$ cat config.mk
export PLATFORM = sky130hd
export DESIGN_NAME = ts_section_reassembler_crc
export DESIGN_NICKNAME = d
export VERILOG_FILES = /design/src/hw/rtl/tssr_pkg.sv /design/src/hw/rtl/tssr_crc_byte.sv /design/src/hw/rtl/tssr_section_ctl.sv /design/src/hw/rtl/ts_section_reassembler_crc.sv
export VERILOG_INCLUDE_DIRS = /design/src /design/src/hw/rtl
export SDC_FILE = /design/constraint.sdc
export NUM_CORES = 1
export LEC_CHECK = 0
export ABC_AREA = 1
export BUFFER_PORTS_ARGS = -buffer_cell sky130_fd_sc_hd__buf_2
export CORE_UTILIZATION = 35
export CTS_BUF_LIST = sky130_fd_sc_hd__clkbuf_8
export CTS_CLUSTER_DIAMETER = 100
export DETAILED_ROUTE_END_ITERATION = 8
export SETUP_SLACK_MARGIN = 0.3
export SYNTH_ARGS = -nofsm -noshare
export SYNTH_HDL_FRONTEND = slang
export SYNTH_SLANG_ARGS = --single-unit
$ cat constraint.sdc
create_clock -name aclk -period 5 [get_ports aclk]
set_input_delay 0.25 -clock aclk [delete_from_list [all_inputs] [get_ports aclk]]
set_output_delay 0.25 -clock aclk [all_outputs]
set_load 0.005 [all_outputs]
$ cat src/hw/rtl/ts_section_reassembler_crc_defines.svh
// Assertion macros shared by the section reassembler RTL.
// Depends on: nothing; users must have aclk and aresetn in scope.
`ifndef TS_SECTION_REASSEMBLER_CRC_DEFINES_SVH
`define TS_SECTION_REASSEMBLER_CRC_DEFINES_SVH

`ifndef SYNTH
`define TSSR_ASSERT(lbl, prop) \
    lbl: assert property (@(posedge aclk) disable iff (!aresetn) prop) \
        else $error("tssr assertion failed");
`define TSSR_ASSERT_NEXT(lbl, pre, post) \
    lbl: assert property (@(posedge aclk) disable iff (!aresetn) (pre) |=> (post)) \
        else $error("tssr assertion failed");
`else
`define TSSR_ASSERT(lbl, prop)
`define TSSR_ASSERT_NEXT(lbl, pre, post)
`endif

`endif

$ cat src/hw/rtl/tssr_pkg.sv
// Types, constants and widths for the transport-stream section reassembler.
// Depends on: nothing.
package tssr_pkg;

    localparam int PID_W  = 13;
    localparam int CC_W   = 4;
    localparam int BYTE_W = 8;
    localparam int LEN_W  = 13;
    localparam int CRC_W  = 32;
    localparam int NIB_W  = 4;

    localparam int S_TDATA_W = 32;
    localparam int S_TUSER_W = 2;
    localparam int M_TDATA_W = 24;
    localparam int M_TUSER_W = 5;

    localparam logic [CRC_W-1:0] CRC_POLY = 32'h04C1_1DB7;
    localparam logic [CRC_W-1:0] CRC_INIT = 32'hFFFF_FFFF;

    localparam logic [LEN_W-1:0] HEAD_BYTES = 13'd3;
    localparam logic [LEN_W-1:0] LEN_HI_POS = 13'd1;
    localparam logic [LEN_W-1:0] LEN_LO_POS = 13'd2;

    typedef enum logic [1:0] {
        CHUNK_OK           = 2'd0,
        CHUNK_PID_MISMATCH = 2'd1,
        CHUNK_CC_MISMATCH  = 2'd2
    } chunk_status_t;

    typedef struct packed {
        logic              mode;
        logic              first_of_chunk;
        logic [PID_W-1:0]  pid;
        logic [CC_W-1:0]   continuity;
        logic [BYTE_W-1:0] data_byte;
    } in_beat_t;

    typedef struct packed {
        logic [BYTE_W-1:0] byte_out;
        logic              byte_kept;
        chunk_status_t     chunk_status;
        logic              section_complete;
        logic              crc_ok;
        logic [LEN_W-1:0]  present_length;
    } result_t;

endpackage

$ cat src/hw/rtl/tssr_crc_byte.sv
// Byte-parallel CRC-32/MPEG-2 update, MSB first, no reflection.
// Depends on: tssr_pkg.
module tssr_crc_byte (
    input  logic [tssr_pkg::CRC_W-1:0]  crc_in,
    input  logic [tssr_pkg::BYTE_W-1:0] data_in,
    output logic [tssr_pkg::CRC_W-1:0]  crc_out
);
    import tssr_pkg::*;

    logic [CRC_W-1:0] crc_v;

    always_comb begin
        crc_v = crc_in ^ {data_in, {(CRC_W-BYTE_W){1'b0}}};
        for (int k = 0; k < BYTE_W; k++) begin
            if (crc_v[CRC_W-1]) begin
                crc_v = {crc_v[CRC_W-2:0], 1'b0} ^ CRC_POLY;
            end else begin
                crc_v = {crc_v[CRC_W-2:0], 1'b0};
            end
        end
        crc_out = crc_v;
    end

endmodule

$ cat src/hw/rtl/tssr_section_ctl.sv
// Section state: chunk checks, length capture, byte count and running CRC.
// Depends on: tssr_pkg, tssr_crc_byte, ts_section_reassembler_crc_defines.svh.
module tssr_section_ctl (
    input  logic               aclk,
    input  logic               aresetn,
    input  tssr_pkg::in_beat_t beat,
    input  logic               fire,
    output tssr_pkg::result_t  result
);
    import tssr_pkg::*;
    `include "ts_section_reassembler_crc_defines.svh"

    logic [PID_W-1:0]  held_pid_reg,           held_pid_next;
    logic [CC_W-1:0]   held_counter_reg,       held_counter_next;
    logic [LEN_W-1:0]  section_total_reg,      section_total_next;
    logic [LEN_W-1:0]  received_count_reg,     received_count_next;
    logic [CRC_W-1:0]  running_crc_reg,        running_crc_next;
    logic [NIB_W-1:0]  length_high_nibble_reg, length_high_nibble_next;
    logic              section_open_reg,       section_open_next;
    chunk_status_t     chunk_verdict_reg,      chunk_verdict_next;

    logic              start;
    logic              room;
    logic              kept;
    logic              complete;
    logic [CRC_W-1:0]  crc_base;
    logic [CRC_W-1:0]  crc_upd;

    assign start    = beat.first_of_chunk && beat.mode;
    assign crc_base = start ? CRC_INIT : running_crc_reg;

    tssr_crc_byte u_crc (
        .crc_in  (crc_base),
        .data_in (beat.data_byte),
        .crc_out (crc_upd)
    );

    always_comb begin
        held_pid_next           = held_pid_reg;
        held_counter_next       = held_counter_reg;
        section_total_next      = section_total_reg;
        received_count_next     = received_count_reg;
        running_crc_next        = crc_base;
        length_high_nibble_next = length_high_nibble_reg;
        section_open_next       = section_open_reg;
        chunk_verdict_next      = chunk_verdict_reg;

        if (beat.first_of_chunk) begin
            if (beat.mode) begin
                held_pid_next           = beat.pid;
                held_counter_next       = beat.continuity;
                section_total_next      = '0;
                received_count_next     = '0;
                length_high_nibble_next = '0;
                section_open_next       = 1'b1;
                chunk_verdict_next      = CHUNK_OK;
            end else if (!section_open_reg || beat.pid != held_pid_reg) begin
                chunk_verdict_next = CHUNK_PID_MISMATCH;
            end else if (beat.continuity != CC_W'(held_counter_reg + 1'b1)) begin
                chunk_verdict_next = CHUNK_CC_MISMATCH;
            end else begin
                held_counter_next  = beat.continuity;
                chunk_verdict_next = CHUNK_OK;
            end
        end

        room = (section_total_next == '0) ? (received_count_next < HEAD_BYTES)
                                          : (received_count_next < section_total_next);
        kept = section_open_next && (chunk_verdict_next == CHUNK_OK) && room;

        if (kept) begin
            running_crc_next = crc_upd;
            if (received_count_next == LEN_HI_POS) begin
                length_high_nibble_next = beat.data_byte[NIB_W-1:0];
            end else if (received_count_next == LEN_LO_POS) begin
                section_total_next = HEAD_BYTES
                                   + {1'b0, length_high_nibble_next, beat.data_byte};
            end
            received_count_next = received_count_next + 1'b1;
        end

        complete = (section_total_next != '0)
                && (received_count_next == section_total_next);

        result.byte_out         = beat.data_byte;
        result.byte_kept        = kept;
        result.chunk_status     = chunk_verdict_next;
        result.section_complete = complete;
        result.crc_ok           = complete && (running_crc_next == '0);
        result.present_length   = received_count_next;
    end

    always_ff @(posedge aclk) begin
        if (!aresetn) begin
            held_pid_reg           <= '0;
            held_counter_reg       <= '0;
            section_total_reg      <= '0;
            received_count_reg     <= '0;
            running_crc_reg        <= CRC_INIT;
            length_high_nibble_reg <= '0;
            section_open_reg       <= 1'b0;
            chunk_verdict_reg      <= CHUNK_OK;
        end else if (fire) begin
            held_pid_reg           <= held_pid_next;
            held_counter_reg       <= held_counter_next;
            section_total_reg      <= section_total_next;
            received_count_reg     <= received_count_next;
            running_crc_reg        <= running_crc_next;
            length_high_nibble_reg <= length_high_nibble_next;
            section_open_reg       <= section_open_next;
            chunk_verdict_reg      <= chunk_verdict_next;
        end
    end

    `TSSR_ASSERT(a_count_within_total, (section_total_reg != '0) |-> (received_count_reg <= section_total_reg))
    `TSSR_ASSERT(a_total_after_header, (section_total_reg != '0) |-> (received_count_reg >= HEAD_BYTES))
    `TSSR_ASSERT(a_closed_is_empty, !section_open_reg |-> (received_count_reg == '0 && section_total_reg == '0))
    `TSSR_ASSERT_NEXT(a_idle_holds_count, !fire, $stable(received_count_reg) && $stable(running_crc_reg))

endmodule

$ cat src/hw/rtl/ts_section_reassembler_crc.sv
// Top level of the transport-stream section reassembler with CRC-32/MPEG-2 check.
// Depends on: tssr_pkg, tssr_section_ctl, ts_section_reassembler_crc_defines.svh.
//
//   channel  dir  tdata (low bit up)                       tuser (low bit up)
//   s_       in   pid, continuity, data_byte               mode, first_of_chunk
//   m_       out  byte_out, present_length                 byte_kept, chunk_status,
//                                                          section_complete, crc_ok
//
// One beat per cycle unless m_ stalls; beats pass input then output register.
// The byte-wide CRC update and the section state update sit in one cycle.
// Reset is synchronous on aresetn and clears both stage valids and the section state.
// With m_tready low the result holds, one more beat is taken into the input
// register, then s_tready drops until the result leaves.
module ts_section_reassembler_crc (
    input  logic                           aclk,
    input  logic                           aresetn,
    input  logic                           s_tvalid,
    output logic                           s_tready,
    // pid [12:0], continuity [16:13], data_byte [24:17], zero fill
    input  logic [tssr_pkg::S_TDATA_W-1:0] s_tdata,
    // mode [0], first_of_chunk [1]
    input  logic [tssr_pkg::S_TUSER_W-1:0] s_tuser,
    output logic                           m_tvalid,
    input  logic                           m_tready,
    // byte_out [7:0], present_length [20:8], zero fill
    output logic [tssr_pkg::M_TDATA_W-1:0] m_tdata,
    // byte_kept [0], chunk_status [2:1], section_complete [3], crc_ok [4]
    output logic [tssr_pkg::M_TUSER_W-1:0] m_tuser
);
    import tssr_pkg::*;
    `include "ts_section_reassembler_crc_defines.svh"

    logic     in_valid_reg,  in_valid_next;
    in_beat_t in_beat_reg;
    logic     out_valid_reg, out_valid_next;
    result_t  out_result_reg;

    in_beat_t s_beat;
    result_t  result;
    logic     advance;
    logic     s_take;

    assign s_beat.mode           = s_tuser[0];
    assign s_beat.first_of_chunk = s_tuser[1];
    assign s_beat.pid            = s_tdata[PID_W-1:0];
    assign s_beat.continuity     = s_tdata[PID_W+CC_W-1:PID_W];
    assign s_beat.data_byte      = s_tdata[PID_W+CC_W+BYTE_W-1:PID_W+CC_W];

    assign advance  = in_valid_reg && (!out_valid_reg || m_tready);
    assign s_tready = !in_valid_reg || advance;
    assign s_take   = s_tvalid && s_tready;

    always_comb begin
        in_valid_next = s_tready ? s_tvalid : in_valid_reg;
        if (advance) begin
            out_valid_next = 1'b1;
        end else if (m_tready) begin
            out_valid_next = 1'b0;
        end else begin
            out_valid_next = out_valid_reg;
        end
    end

    tssr_section_ctl u_ctl (
        .aclk    (aclk),
        .aresetn (aresetn),
        .beat    (in_beat_reg),
        .fire    (advance),
        .result  (result)
    );

    always_ff @(posedge aclk) begin
        if (!aresetn) begin
            in_valid_reg  <= 1'b0;
            out_valid_reg <= 1'b0;
        end else begin
            in_valid_reg  <= in_valid_next;
            out_valid_reg <= out_valid_next;
        end
    end

    always_ff @(posedge aclk) begin
        if (s_take) begin
            in_beat_reg <= s_beat;
        end
        if (advance) begin
            out_result_reg <= result;
        end
    end

    assign m_tvalid = out_valid_reg;
    assign m_tdata  = {{(M_TDATA_W-LEN_W-BYTE_W){1'b0}},
                       out_result_reg.present_length, out_result_reg.byte_out};
    assign m_tuser  = {out_result_reg.crc_ok, out_result_reg.section_complete,
                       out_result_reg.chunk_status, out_result_reg.byte_kept};

    `TSSR_ASSERT(a_kept_means_ok, (out_valid_reg && out_result_reg.byte_kept) |-> (out_result_reg.chunk_status == CHUNK_OK))
    `TSSR_ASSERT(a_crc_ok_needs_complete, (out_valid_reg && out_result_reg.crc_ok) |-> out_result_reg.section_complete)
    `TSSR_ASSERT(a_full_stall_blocks_input, (in_valid_reg && out_valid_reg && !m_tready) |-> !s_tready)

endmodule

**Yosys cells after proc, flatten, opt, wreduce, memory -nomap -nowiden**

Cells that the tools add are included.

- Bits in registers: 137
- Bits in latches: 0
- RAM bits: 0
- ROM bits: 0
- Output and inout bits: 31
- Logic and storage cells: 96
- Memories kept: 0

- $add $sub $neg: 3
- $mul: 0
- Div/mod/pow operators: 0
- Order comparisons: 2
- Equal/unequal tests: 7
- Shift operators: 0
- Multiplexer cells: 34
- Bitwise gates (word level): 9
- Reductions and logical operators: 20

Operators by type and width:

| operator | number |
|---|---|
| two-way mux 27 bit | 8 |
| NOT 14 bit | 8 |
| two-way mux 13 bit | 8 |
| two-way mux 32 bit | 2 |
| logical NOT 32 bit | 1 |
| XOR 32 bit | 1 |
| two-way mux 4 bit | 7 |
| adder 13 x 1 -> 13 bit (second input constant) | 1 |
| adder 2 x 12 -> 13 bit (first input constant) | 1 |
| == test 13 x 1 -> 1 bit (second input constant) | 1 |
| == test 13 bit | 1 |
| == test 13 x 2 -> 1 bit (second input constant) | 1 |
| logical NOT 13 bit | 1 |
| < comparator 13 bit | 1 |
| < comparator 13 x 2 -> 1 bit (second input constant) | 1 |
| inequality test 13 bit | 1 |
| nonzero test 13 bit | 1 |
| two-way mux 2 bit | 4 |
| logical AND 1 bit | 7 |
| two-way mux 1 bit | 5 |
| adder 4 x 1 -> 4 bit (second input constant) | 1 |
| inequality test 2 bit (second input constant) | 2 |
| inequality test 4 bit | 1 |
| AND reduction 4 bit | 1 |
| other kinds (5) | 9 |

**Depth between registers and ports, before layout**

- Word-level depth: 22
- Mapped depth: 29

**By module**

Synthesis repeated with hierarchy kept, for this count alone.

- Cells, all modules: 1351
- Area, all modules: 9125.0 um2

Modules (own cells, without submodules):

| module | instances | cells each | area an instance (um2) |
|---|---|---|---|
| tssr_section_ctl | 1 | 1048 | 6174.7 |
| ts_section_reassembler_crc | 1 | 70 | 1712.9 |
| tssr_crc_byte | 1 | 233 | 1237.4 |

**Worst setup path before layout**

Ideal clock, no wire load.

- Path type: flip-flop to flip-flop
- Start point: register in_beat_reg[25] (netlist bit)
- End point: register out_result_reg, in the netlist m_tuser[4], data pin
- Library setup time: 0.138 ns
- Data arrival time: 3.060 ns
- Data required time: 4.862 ns
- Setup slack: 1.802 ns
- Stages on the path, launching flop included: 27
- Path buffers: 5
- Path through: edfxtp_1 nand2_2 inv_1 buf_2 buf_2 buf_1 nor2_1 ha_1 o21ai_1 nand2_1 nand2_1 nand2_1 nand2_1 nand3_1 nand2_2 nand2_4 inv_2 buf_6 buf_6 nand3_1 o21ai_1 nand2_1 nor2_1 nand2_1 nor2_1 nand2_1 nor2_1

RTL lines:

| element | RTL line | text |
|---|---|---|
| start: declaration | ts_section_reassembler_crc.sv:34 | `in_beat_t in_beat_reg;` |
| start signal: assignment | ts_section_reassembler_crc.sv:84 | `in_beat_reg <= s_beat;` |
| end signal: assignment | ts_section_reassembler_crc.sv:87 | `out_result_reg <= result;` |
| end: declaration | ts_section_reassembler_crc.sv:36 | `result_t out_result_reg;` |

==> results.md <==
* Max cap viols at 0
* Final worst-path cycle share at 84.6%
* Routed WL at 22300 um
* Fillcell total at 2573
* FMAX at between 200 and 250 MHz
* P&R area growth vs syn at 12.6%
* Clock transition at the registers of the reported paths at 0.09 ns
* Vias per Instance at 4.80
* Post-synth ARST share at 0%
* Layout net count at 1397
* Crit path from: in_beat_reg[25]
* Worst path max stage delay at between 0.4 and 0.5 ns
* Largest net degree at the start of global routing at 94
* Leak at 4.69 nW
* CP Class: reg -> reg
* DR WL/cell at 13.3 um
* Status: completed
* Worst setup SP type: register
* H-tree depth at 4
* Number of synthesized register bits at 137
* Final setup vio count at 0
* CTS Buffer Depth at 2
* Hold slack at 0.0586 ns
* Hold/Removal Path Class: in -> reg
* Largest register FFs at 32
* Maximum vdd drop at 0.234 mV
* Primary FF master, synth: dfxtp_1
* Grt ovf at 0
* Hold Vio Cnt, Final at 0
* Hpwl dp at ~16000 um
* Diodes inserted at 0
* Starting Density at approximately 36%
* Worst Path Arrival at ~4.6 ns
* First-pass GRT wire length at 36500 um
* Syn Area/Cell at 6.91 sq um
* Slew @ Worst Pin at around 0.99 ns
* Hold-fix buffers at CTS at 27
* FP Rows at 57
* Die H at 161 um
* GRT Util Overall at 17.6%
* EDFF count, synth at 53
* Gate power share at 26.9%
* Die area at between 20000 and 30000 sq um
* PortBufs at 58
* Post-synth cell types at 40
* Initial antenna violation count at 0
* RePlAce Congestion at 0.879
* Worst path slowest cell: edfxtp_1
* Root buf cell: clkbuf_8
* Post-DRT Antenna Nets at 0
* Ports at 69
* Power share of the clock group at a little under a third
* Vias at 8075
* Sequential share of the synthesized area at 36.9%
* Final core occ at between 40% and 50%
* RSZ-0062 raised after global routing: no
* Cts repair resizes at 0
* Vias in the first global route at 7173
* Cell Int Power at 1.89 mW
* Worst path bufs/invs at 4
* Iteration count of the initial detailed-routing pass at 8
* Drt drc at 0
* Latest clock arrival within the worst-skew pair at 0.47 ns
* Most used cell, CP: nand2_1
* Core region area at roughly 25000 sq um
* Min-delay src: s_tvalid
* Post-Syn Area at 8870 sq um
* CP delay by family, top: simple AND/OR/NAND/NOR gates
* Setup repair bufs after CTS at 0
* Layout Skew at 0.0167 ns
* Reg power frac at between 40% and 50%
* Final TNS setup at 0 ns
* Post-Syn Instances at 1283
* Worst EP required at 5.32 ns
* DR iter-0 viols at 549
* Max Slew Vio Count at 0
* Net switching power at 1.09 mW
* Synthesis warning total at 0
* CTS tree: built
* Net Sw Frac at 36.6%
* Minimum clock period at 4.23 ns
* PwrDens at about 300 nW/um^2
* Slew headroom at 34.0%
* FF-to-FF Start: in_beat_reg[25]
* Critical path endpoint category: register
* Share of layout cells above drive strength 1 at 12.4%
* Max Fanout on Critical Path at 42
* Clock sink count at between 100 and 150
* Die width at 161 um
* TritonCTS Buffers at 17
## through the flow
step	setup WS, ns	area, sq um	std cells	power (mW)
2_1_floorplan	1.80	8870	1285	1.91
3_3_place_gp	0.919	9340	1624	2.08
3_5_place_dp	0.857	9340	1624	2.09
4_1_cts	0.817	9990	1683	3.00
5_1_grt	0.327	9990	1683	3.17
6_report	0.771	9990	1683	2.98
## worst reg2reg max path: cells and delay by family (launching register included)
family                     cells  cell delay (ns)
AOI/OAI and AO/OA              1             0.24
adders and majority gates      1             0.31
buffers and inverters          4             0.89
and+or+nand+nor               19             2.16
DFF                            1             0.46
## cell families after synthesis
| kind of cell | share of synthesized area (%) |
|---|---|
| flops | 36.9 |
| xor+xnor | 7.51 |
| simple gates | 30.1 |
| compound gates | 13.0 |
| fa+ha+maj | 1.83 |
| buf+inv | 10.6 |
| other cells | 0.0423 |
## layout by cell type (no fill, tap or decap), drive strengths merged, types with 13 or more instances in the layout
cell / n
a21oi: 98
dlygate4sd3: 27
buf: 70
clkbuf: 18
edfxtp: 53
or2: 13
xor2: 44
o21ai: 125
nor2: 104
xnor2: 20
nand3: 92
ha: 13
dfxtp: 84
inv: 172
nand2: 399
## path summary, 6_finish.rpt
check | endpoint | slack, ns | depth (start not counted)
worst max-delay path | m_tuser[4] | 0.77 | 25
worst min-delay path | in_valid_reg | 0.06 | 3
worst max register to register | m_tuser[4] | 0.77 | 25
worst min register to register | u_ctl.running_crc_reg[1] | 0.47 | 2
## power groups by stage
| stage | logic, mW | clock network [mW] | registers (mW) |
|---|---|---|---|
| 2_1_floorplan | 0.613 | 0 | 1.29 |
| 3_3_place_gp | 0.775 | 0 | 1.31 |
| 3_5_place_dp | 0.780 | 0 | 1.31 |
| 4_1_cts | 0.799 | 0.921 | 1.28 |
| 5_1_grt | 0.908 | 0.970 | 1.29 |
| 6_report | 0.803 | 0.897 | 1.28 |
## Yosys cell counts, types with 18 or more instances
library cell  number  area [sq um]
o21ai_0           92           460
clkbuf_1          25          93.8
nand2_1          374          1400
inv_1            150           563
xnor2_1           19           166
dfxtp_1           84          1680
a21oi_1           98           490
nand3_1           89           445
nand2_2           18           113
edfxtp_1          53          1590
xor2_1            37           324
nor2_1           100           375
o21ai_1           32           160
## layout make-up
| class | instances | area [sq um] | share of cell area (%) |
|---|---|---|---|
| well taps | 324 | 405 | 4.06 |
| inverters | 163 | 612 | 6.13 |
| multi-input cells | 930 | 4660 | 46.7 |
| clock inverters | 14 | 126 | 1.27 |
| flip-flops and latches | 137 | 3270 | 32.8 |
| clock buffers | 18 | 248 | 2.48 |
| repair buffers | 97 | 663 | 6.64 |
## per-layer routing
layer / track usage (%) / share of wire [%] / up-vias
met5: 0 / 0 / -
met3: 2.90 / 4.8 / 17
li1: - / - / 4204
met2: 27.5 / 44 / 207
met4: 5.15 / 1.2 / 0
met1: 24.8 / 50 / 3647
No activity file was read; power rests on OpenSTA's default activity.
